--- src/hw/rtl/esdm_pkg.sv ---
`timescale 1ns / 1ps
// ----------------------------------------------------------------------------
// Encoder speed and direction meter package
// Shared widths, register map, rotation codes and arithmetic constants.
// ----------------------------------------------------------------------------
package esdm_pkg;

  // Field widths
  localparam int unsigned RawW   = 32;
  localparam int unsigned PosW   = 32;
  localparam int unsigned SpeedW = 31;
  localparam int unsigned StepW  = 16;
  localparam int unsigned RotW   = 2;
  localparam int unsigned CfgW   = 16;

  // Configuration port geometry
  localparam int unsigned ApbAddrW = 3;
  localparam int unsigned ApbDataW = 32;

  // Register indexes (paddr[2])
  localparam logic RegCountsPerRev = 1'b0;
  localparam logic RegSamplePeriod = 1'b1;

  // Register reset values
  localparam logic [CfgW-1:0] CountsPerRevRst = 16'd1024;
  localparam logic [CfgW-1:0] SamplePeriodRst = 16'd10;

  // Rotation codes
  localparam logic [RotW-1:0] RotStopped = 2'd0;
  localparam logic [RotW-1:0] RotCw      = 2'd1;
  localparam logic [RotW-1:0] RotCcw     = 2'd2;

  // Speed scale: counts per millisecond to revolutions per minute
  localparam logic [CfgW-1:0] SpeedScale = 16'd60000;

  // Divider: one quotient bit per cycle
  localparam int unsigned DivSteps = SpeedW;
  localparam int unsigned DivCntW  = $clog2(DivSteps);

endpackage

--- src/hw/rtl/encoder_speed_direction_meter_unit.sv ---
`timescale 1ns / 1ps
// ----------------------------------------------------------------------------
// Encoder speed and direction meter
// Samples a free-running encoder counter and reports position, speed and
// direction, with the speed quotient formed by a bit-serial divider.
// ----------------------------------------------------------------------------
// Each accepted sample of raw_count_i yields exactly one result transfer. The
// step since the previous sample is wrapped to 16 bits, added into a wrapping
// 32-bit position, and speed_rpm = |step| * 60000 / (counts_per_rev *
// sample_period_ms), truncated. The first sample after reset only sets the
// baseline and reports a step of zero. The step is captured at the input
// transfer; the two products are then registered, the restoring divider
// produces one quotient bit per cycle, and the result is loaded into the
// output register once that register is free. The input is not ready while
// a sample is being worked on, so a new sample is accepted only after the
// previous result has been loaded. A finished result sits in the output
// register, so the next sample may enter while it waits. Writes of zero to
// either register are ignored.
module encoder_speed_direction_meter_unit
  import esdm_pkg::*;
(
  input  logic                       clk_i,
  input  logic                       rst_ni,
  // Configuration port
  input  logic                       psel,
  input  logic                       penable,
  input  logic                       pwrite,
  input  logic [ApbAddrW-1:0]        paddr,
  input  logic [ApbDataW-1:0]        pwdata,
  output logic [ApbDataW-1:0]        prdata,
  output logic                       pready,
  // Sample input channel
  input  logic                       in_valid_i,
  output logic                       in_ready_o,
  input  logic signed [RawW-1:0]     raw_count_i,
  // Result output channel
  output logic                       out_valid_o,
  input  logic                       out_ready_i,
  output logic signed [PosW-1:0]     position_count_o,
  output logic [SpeedW-1:0]          speed_rpm_o,
  output logic [RotW-1:0]            rotation_o,
  output logic signed [StepW-1:0]    step_delta_o
);

  typedef enum logic [1:0] {
    StIdle,
    StMul,
    StDiv,
    StDone
  } state_e;

  state_e                state_q;
  logic [CfgW-1:0]       counts_per_rev_q;
  logic [CfgW-1:0]       sample_period_q;
  logic [RawW-1:0]       prev_raw_q;
  logic                  baseline_q;
  logic [PosW-1:0]       position_q;
  logic [StepW-1:0]      step_q;
  logic [RotW-1:0]       rot_q;
  logic [StepW-1:0]      mag_q;
  logic [PosW-1:0]       den_q;
  logic [PosW-1:0]       rem_q;
  logic [SpeedW-1:0]     quo_q;
  logic [DivCntW-1:0]    cnt_q;
  logic                  out_valid_q;
  logic [PosW-1:0]       out_pos_q;
  logic [SpeedW-1:0]     out_speed_q;
  logic [RotW-1:0]       out_rot_q;
  logic [StepW-1:0]      out_step_q;

  logic                  cfg_wr;
  logic                  in_xfer;
  logic                  out_load;
  logic [RawW-1:0]       raw_diff;
  logic [StepW-1:0]      step_d;
  logic [StepW-1:0]      mag_d;
  logic [RotW-1:0]       rot_d;
  logic [PosW-1:0]       position_d;
  logic [PosW-1:0]       num_prod;
  logic [PosW-1:0]       den_prod;
  logic [PosW:0]         rem_shift;
  logic                  fits;
  logic [PosW-1:0]       rem_d;

  // Configuration port: writes complete in the access phase, reads are muxed.
  assign pready = 1'b1;
  assign cfg_wr = psel & penable & pwrite & pready;

  always_comb begin
    case (paddr[2])
      RegCountsPerRev: prdata = {{(ApbDataW-CfgW){1'b0}}, counts_per_rev_q};
      RegSamplePeriod: prdata = {{(ApbDataW-CfgW){1'b0}}, sample_period_q};
      default:         prdata = '0;
    endcase
  end

  always_ff @(posedge clk_i or negedge rst_ni) begin
    if (!rst_ni) begin
      counts_per_rev_q <= CountsPerRevRst;
      sample_period_q  <= SamplePeriodRst;
    end else if (cfg_wr && (pwdata[CfgW-1:0] != '0)) begin
      case (paddr[2])
        RegCountsPerRev: counts_per_rev_q <= pwdata[CfgW-1:0];
        RegSamplePeriod: sample_period_q  <= pwdata[CfgW-1:0];
        default: ;
      endcase
    end
  end

  // Handshakes
  assign in_ready_o = (state_q == StIdle);
  assign in_xfer    = in_valid_i & in_ready_o;
  assign out_load   = (state_q == StDone) & (~out_valid_q | out_ready_i);

  // Step, magnitude, direction and new position for an incoming sample.
  assign raw_diff   = raw_count_i - prev_raw_q;
  assign step_d     = baseline_q ? raw_diff[StepW-1:0] : '0;
  assign mag_d      = step_d[StepW-1] ? (StepW'(0) - step_d) : step_d;
  assign position_d = position_q + {{(PosW-StepW){step_d[StepW-1]}}, step_d};

  always_comb begin
    if (step_d[StepW-1]) begin
      rot_d = RotCcw;
    end else if (step_d != '0) begin
      rot_d = RotCw;
    end else begin
      rot_d = RotStopped;
    end
  end

  // Numerator and divisor products, each 16 by 16 bits.
  assign num_prod = PosW'(mag_q) * PosW'(SpeedScale);
  assign den_prod = PosW'(counts_per_rev_q) * PosW'(sample_period_q);

  // One restoring division step: shift in the next numerator bit and
  // subtract the divisor when it fits.
  assign rem_shift = {rem_q, quo_q[SpeedW-1]};
  assign fits      = (rem_shift >= {1'b0, den_q});
  assign rem_d     = fits ? PosW'(rem_shift - {1'b0, den_q}) : rem_shift[PosW-1:0];

  // Sequencer, divider and output register
  always_ff @(posedge clk_i or negedge rst_ni) begin
    if (!rst_ni) begin
      state_q     <= StIdle;
      prev_raw_q  <= '0;
      baseline_q  <= 1'b0;
      position_q  <= '0;
      step_q      <= '0;
      rot_q       <= RotStopped;
      mag_q       <= '0;
      den_q       <= '0;
      rem_q       <= '0;
      quo_q       <= '0;
      cnt_q       <= '0;
      out_valid_q <= 1'b0;
      out_pos_q   <= '0;
      out_speed_q <= '0;
      out_rot_q   <= RotStopped;
      out_step_q  <= '0;
    end else begin
      // The output register takes a finished result, or empties once taken.
      if (out_load) begin
        out_valid_q <= 1'b1;
      end else if (out_valid_q && out_ready_i) begin
        out_valid_q <= 1'b0;
      end

      case (state_q)
        StIdle: begin
          if (in_xfer) begin
            prev_raw_q <= raw_count_i;
            baseline_q <= 1'b1;
            position_q <= position_d;
            step_q     <= step_d;
            rot_q      <= rot_d;
            mag_q      <= mag_d;
            state_q    <= StMul;
          end
        end
        StMul: begin
          quo_q   <= num_prod[SpeedW-1:0];
          den_q   <= den_prod;
          rem_q   <= '0;
          cnt_q   <= '0;
          state_q <= StDiv;
        end
        StDiv: begin
          rem_q <= rem_d;
          quo_q <= {quo_q[SpeedW-2:0], fits};
          cnt_q <= cnt_q + 1'b1;
          if (cnt_q == DivCntW'(DivSteps - 1)) begin
            state_q <= StDone;
          end
        end
        StDone: begin
          if (out_load) begin
            out_pos_q   <= position_q;
            out_speed_q <= quo_q;
            out_rot_q   <= rot_q;
            out_step_q  <= step_q;
            state_q     <= StIdle;
          end
        end
        default: state_q <= StIdle;
      endcase
    end
  end

  assign out_valid_o      = out_valid_q;
  assign position_count_o = out_pos_q;
  assign speed_rpm_o      = out_speed_q;
  assign rotation_o       = out_rot_q;
  assign step_delta_o     = out_step_q;

endmodule
--- config.mk ---
export PLATFORM = sky130hd
export DESIGN_NAME = encoder_speed_direction_meter_unit
export DESIGN_NICKNAME = d
export VERILOG_FILES = /design/src/hw/rtl/esdm_pkg.sv /design/src/hw/rtl/encoder_speed_direction_meter_unit.sv
export SDC_FILE = /design/constraint.sdc
export NUM_CORES = 1
export LEC_CHECK = 0
export BUFFER_PORTS_ARGS = -buffer_cell sky130_fd_sc_hd__buf_2
export CAP_MARGIN = 25
export CORE_ASPECT_RATIO = 0.7
export CORE_MARGIN = 2
export CORE_UTILIZATION = 40
export DETAILED_ROUTE_END_ITERATION = 10
export PLACE_DENSITY_LB_ADDON = 0.05
export SYNTH_ARGS = -nofsm -noshare
export SYNTH_HDL_FRONTEND = slang
export SYNTH_SLANG_ARGS = --single-unit
--- constraint.sdc ---
create_clock -name clk_i -period 20.2 [get_ports clk_i]
set_input_delay 0 -clock clk_i [delete_from_list [all_inputs] [get_ports clk_i]]
set_output_delay 0 -clock clk_i [all_outputs]
set_load 0.05 [all_outputs]
==> run summary, run 1 <==
Reg-to-reg critical path endpoint = den_q[30]
RSZ-0062 raised after global routing = no
Clk_lat worst skew = 0.57 ns
Async SR Flop Fraction = 1.00
Post-layout min period = 7.42 ns
Syn Std Cell Area = 0.0280 mm2
Final setup TNS = 0 ns
Final ANT Viol Nets = 0
First-pass GRT wire length = 117000 um
FP Rows = 81
Number of global-route vias before repair = 20800
Final period util = 0.367
CTS Buf Count = 36
Pre-Repair DR Iteration Count = 5
Multi-input gate area = 0.0184 mm2
Post-synthesis mux area share = 0.0714
Syn_area_per_cell = 9.54 um2
Synth warnings = 0
R2r startpoint = counts_per_rev_q[7]
Worst-Margin Slew = 1.04 ns
Sink Count = 296
Total gr overflow = 0
Slew HR = 0.307
Nets@finish = 3637
Post-synthesis sequential area ratio = 0.265
Initial antenna violation count = 1
Synth Area in Compound Gates = 0.127
Resized Gates After CTS = 0
Post-Layout Inst Area = 0.0310 mm2
Top Ports = 190
Largest net degree at the start of global routing = 147
Worst r2r path cells = 23
Routed vias/inst = 5.19
#FFs+latches synth = 296
Simple-Gate Fraction of Synth Area = 0.118
Final setup violation count = 0
Crit end category = flop
Reg area = 0.00741 mm2
Clock root cell = clkbuf_16
H-Tree Depth = 2
Main combinational cell family by area after synthesis = adder cells
Clock Pin Slew Worst Setup and Hold Paths = 0.06 ns
CTS tree = built
Critical path type = flop to flop
Area grow syn2layout = 11.0%
Fmax = 135 MHz
Die Y = 225 um
Most used DFF post-synth = dfrtp_1
Status = complete, no violations
Routed length per instance = 17.9 um
Final Skew = 0.0175 ns
Reg2reg setup slack = 12.78 ns
Cell Area, Placed = 0.0295 mm2
CP Data Required Time = 20.62 ns
Die area = 0.0721 mm2
WP data arrival = 7.84 ns
Initial Util = 0.402
Post-synth EDFFs = 0
Max Cap Viol = 0
CTS max path bufs = 3
Hold Fails Final Rpt = 0
Xor and xnor area share after synthesis = 0.0382
RePlAce Congestion = 0.857
Crit-path max FO = 18
All-Layer GR Usage = 0.204
Hold WC Path Type = input pin to async pin
Setup Buffers After CTS = 0
Crit start category = flop
Initial DRC Count = 1312
Fillers = 6760
Core box area = 0.0695 mm2
Most frequent cells in the layout = 435 x inv_1, 303 x nand2_1, 293 x dfrtp_1
Final WL = 71300 um
Die width = 320 um
Slew Viols, Final = 0
Post-Synth Adder-Cell Area = 0.301
IO Port Bufs = 138
Layout cells sized above 1 = 0.128
DRC viols = 0
Unique masters post-synth = 86
DP Wirelength = 54200 um
Vias = 20700
Post-Syn Instances = 2930
Commonest non-fill, non-tap cell in the layout = inv_1
## stage by stage
stage	util	hold WS, ns	std cells	setup WS (ns)
2_1_floorplan	-	-0.296	2945	13.80
3_3_place_gp	0.424	0.0588	3882	12.92
3_5_place_dp	0.424	0.0664	3882	12.89
4_1_cts	0.446	0.0564	3981	12.83
5_1_grt	0.446	0.100	3983	12.42
6_report	0.446	0.0295	3984	12.78
## synthesized netlist by cell type, types with 63 or more instances
cell type    n  share of area
xnor2_1     85          0.027
nor2_1      98          0.013
and2_1     119          0.027
ha_1       261           0.12
inv_1      435          0.058
o21ai_0    106          0.019
a21oi_1    152          0.027
clkbuf_1    93          0.012
mux2_2     142          0.057
nand2_1    305          0.041
a21o_1      63          0.017
fa_1       258           0.18
dfrtp_1    293           0.26
## cell families after synthesis
group                      count (synthesis)
AOI/OAI and AO/OA                        555
other                                      2
buffers and inverters                    569
DFF                                      296
and+or+nand+nor                          686
adders and majority gates                519
xor gates and xnor gates                 122
muxes                                    181
## critical path: stages (launching register included)
cell,delay [ns]
dfrtp_1,1.03
nand2_1,0.19
fa_1,0.59
inv_1,0.06
fa_1,0.50
inv_1,0.06
fa_1,0.54
inv_1,0.06
fa_1,0.39
fa_1,0.54
inv_1,0.06
fa_1,0.47
inv_1,0.05
ha_1,0.36
a21o_1,0.21
a21o_1,0.17
a21oi_1,0.24
o22ai_1,0.10
a311oi_1,0.49
a22o_1,0.33
o21ai_1,0.15
a221oi_1,0.33
xor2_1,0.26
mux2i_1,0.10
## state kept, by name, indices dropped and copies added (netlist names)
name,cells
den_q,32
position_count_o,32
position_q,32
rem_q,32
quo_q,31
speed_rpm_o,31
counts_per_rev_q,16
prev_raw_q,16
sample_period_q,16
step_q,16
mag_q,15
step_delta_o,15
cnt_q,5
rotation_o,2
state_q,2
baseline_q,1
out_valid_o,1
rot_q,1
## how the worst max path moves through the flow
| stage | from | slack, ns | cells after the start | end |
|---|---|---|---|---|
| 2_1_floorplan | sample_period_q[3] | 13.80 | 23 | den_q[30] |
| 3_3_place_gp | counts_per_rev_q[7] | 12.92 | 23 | den_q[30] |
| 3_5_place_dp | counts_per_rev_q[7] | 12.89 | 23 | den_q[30] |
| 4_1_cts | counts_per_rev_q[7] | 12.83 | 23 | den_q[30] |
| 5_1_grt | counts_per_rev_q[7] | 12.42 | 23 | den_q[30] |
| 6_report | counts_per_rev_q[7] | 12.78 | 23 | den_q[30] |
## metal layers
layer	global-route usage	vias to the layer above	wire length, um
li1	-	9890	-
met2	0.276	441	27900
met1	0.334	10300	38500
met3	0.0376	52	4250
met5	0	-	0
met4	0.0344	0	733
## area by class of cell
| type | count | area share |
|---|---|---|
| clock buffer | 46 | 0.0325 |
| multi-input combinational | 2080 | 0.593 |
| tap | 913 | 0.0368 |
| clock inverter | 18 | 0.00589 |
| sequential | 296 | 0.239 |
| inverter | 438 | 0.0530 |
| antenna | 1 | 0.0000806 |
| timing repair buffer | 192 | 0.0395 |
## what timing repair did
item | in CTS | in global routing
hold buffers | 35 | 0
endpoints found under the setup margin | 0 | 0
endpoints found under the hold margin | 140 | 0
Power of run 1 is left out: the tool's default activity adds up to more than one toggle a clock period on the data nets, which glitch-free logic cannot reach.
==> run 2, diff against run 1 <==
==> constraint.sdc (replaced) <==
create_clock -name clk_i -period 7.2 [get_ports clk_i]
set_input_delay 0 -clock clk_i [delete_from_list [all_inputs] [get_ports clk_i]]
set_output_delay 0 -clock clk_i [all_outputs]
set_load 0.05 [all_outputs]
==> run summary, run 2 (same netlist as run 1, synthesis figures left out) <==
CP Data Required Time = 7.66 ns (-12.96 ns)
Clock Pin Slew Worst Setup and Hold Paths = 0.07 ns (about the same)
Final Skew = 0.0294 ns (+0.0120 ns)
Number of global-route vias before repair = 20600 (-1.2%)
Crit end category = flop
Final period util = 0.954 (+0.586)
Hold Fails Final Rpt = 0 (unchanged)
Reg-to-reg critical path endpoint = den_q[30]
Die Y = 225 um (unchanged)
Final setup violation count = 0 (unchanged)
DP Wirelength = 56400 um (+4.0%)
Worst r2r path cells = 22 (-4.3%)
Clock root cell = clkbuf_16
Final WL = 73400 um (+2.9%)
Pre-Repair DR Iteration Count = 5 (unchanged)
CP delay by family, top = adder cells
RSZ-0062 raised after global routing = no
Initial antenna violation count = 2 (+1)
Die area = 0.0721 mm2 (unchanged)
Vias = 20900 (+0.98%)
Post-Layout Inst Area = 0.0314 mm2 (+1.2%)
DRC viols = 0 (unchanged)
WP data arrival = 7.33 ns (-0.51 ns)
WHS Path Cells = 5
Reg2reg setup slack = 0.33 ns (-12.45 ns)
Dpl cells = 3910 (+0.72%)
Core box area = 0.0695 mm2 (unchanged)
Final Instance Count excl. Fillers = 4018 (+0.85%)
Slew HR = 0.380 (+0.0734)
All-Layer GR Usage = 0.207 (+0.00323)
Status = complete, no violations
R2r startpoint = counts_per_rev_q[7]
Clk_lat worst skew = 0.59 ns (+0.02 ns)
Worst path most repeated cell = fa_1
WP buf/inv = 4 (-1)
Most frequent cells in the layout = 435 x inv_1, 303 x nand2_1, 290 x dfrtp_1
Hold Path End = counts_per_rev_q[11]
RePlAce Congestion = 0.848 (-1.1%)
Slew Viols, Final = 0 (unchanged)
Worst-Margin Slew = 0.930 ns (-0.110 ns)
Crit-path max FO = 12 (-6)
Met3 Usage GRT = 0.0303 (-0.00728)
Commonest non-fill, non-tap cell in the layout = inv_1
Nets@finish = 3668 (+0.85%)
Routed length per instance = 18.3 um (+2.0%)
Hold WC Path Type = input pin to flop
CTS max path bufs = 3 (unchanged)
Top Ports = 190 (unchanged)
Layer with the highest usage = met1
Max Cap Viol = 0 (unchanged)
Initial DRC Count = 1506 (+15%)
Fmax = 146 MHz (+8.0%)
Final setup TNS = 0 ns (unchanged)
Cell Area, Placed = 0.0297 mm2 (+0.67%)
FP Rows = 81 (unchanged)
Worst path cell trace = buf_4, nand2_1, fa_1, inv_1, fa_1, fa_1, fa_1, fa_1, inv_1, fa_1, inv_1, ha_1, a21o_1, a21o_1, a21oi_1, o22ai_1, a311oi_1, a22o_1, o21ai_1, a221oi_1, xor2_1, mux2i_1
First-pass GRT wire length = 118000 um (+0.84%)
CP max stage cell = dfrtp_1
CTS tree = built
Die width = 320 um (unchanged)
CTS Buf Count = 37 (+2.8%)
Fillers = 6750 (-0.15%)
Area grow syn2layout = 12.3%
Final ANT Viol Nets = 0 (unchanged)
Hold Crit Start = penable
Total gr overflow = 0 (unchanged)
Initial Util = 0.402 (unchanged)
Largest net degree at the start of global routing = 90 (-39%)
Met1 usage = 0.352 (+0.0179)
Routed vias/inst = 5.20 (+0.12%)
Post-layout min period = 6.87 ns (-0.552 ns)
Sink Count = 296 (unchanged)
Grt met2 use = 0.272 (-0.00392)
Critical path type = flop to flop
Crit start category = flop
Layout cells sized above 1 = 0.136 (+0.00826)
H-Tree Depth = 2 (unchanged)
IO Port Bufs = 138 (unchanged)
Max incr delay on CP = 0.63 ns (-0.40 ns)
[run 2: metal layers]
layer | vias to the layer above | routed length [um]
li1 | 9971 | -
met3 | 54 | 3530
met5 | - | 0
met2 | 375 | 28100
met4 | 0 | 821
met1 | 10500 | 40900
[run 2: area by class of cell]
class / count / area [um2] / area share
Timing Repair Buffer: 222 / 1450 / 0.0462
Inverter: 438 / 1640 / 0.0523
Sequential cell: 296 / 7410 / 0.236
Multi-Input combinational cell: 2080 / 18400 / 0.586
Clock inverter: 17 / 302 / 0.00960
Tap cell: 913 / 1140 / 0.0364
Clock buffer: 51 / 1040 / 0.0331
Antenna cell: 1 / 2.50 / 0.0000797
[run 2: worst max path at each step]
stage	from	end	slack, ns	cells past startpoint
3_3_place_gp	counts_per_rev_q[6]	den_q[30]	0.36	23
3_5_place_dp	counts_per_rev_q[4]	den_q[30]	0.31	22
4_1_cts	counts_per_rev_q[4]	den_q[30]	0.28	22
6_report	counts_per_rev_q[7]	den_q[30]	0.33	22
5_1_grt	sample_period_q[1]	den_q[30]	0.02	21
2_1_floorplan	sample_period_q[3]	den_q[30]	0.80	23
[run 2: tightest hold or removal path, cell delays in order]
cell	delay, ns
buf_2	0.10
nand4_1	0.08
nor2_1	0.04
buf_4	0.21
mux2_2	0.24
[run 2: repair_timing]
item	CTS	global route
buffers inserted	0	0
setup endpoints to repair	0	2
resized for setup	0	3
hold endpoints to repair	126	0
hold buffers	37	0
[run 2: metrics by stage]
stage | util | hold WS [ns] | setup WS, ns
6_report | 0.452 | 0.112 | 0.333
3_3_place_gp | 0.426 | 0.0270 | 0.363
2_1_floorplan | - | -0.296 | 0.801
3_5_place_dp | 0.427 | 0.0381 | 0.308
5_1_grt | 0.452 | 0.126 | 0.0221
4_1_cts | 0.451 | 0.0731 | 0.283
Power of run 2 is left out for the same reason.
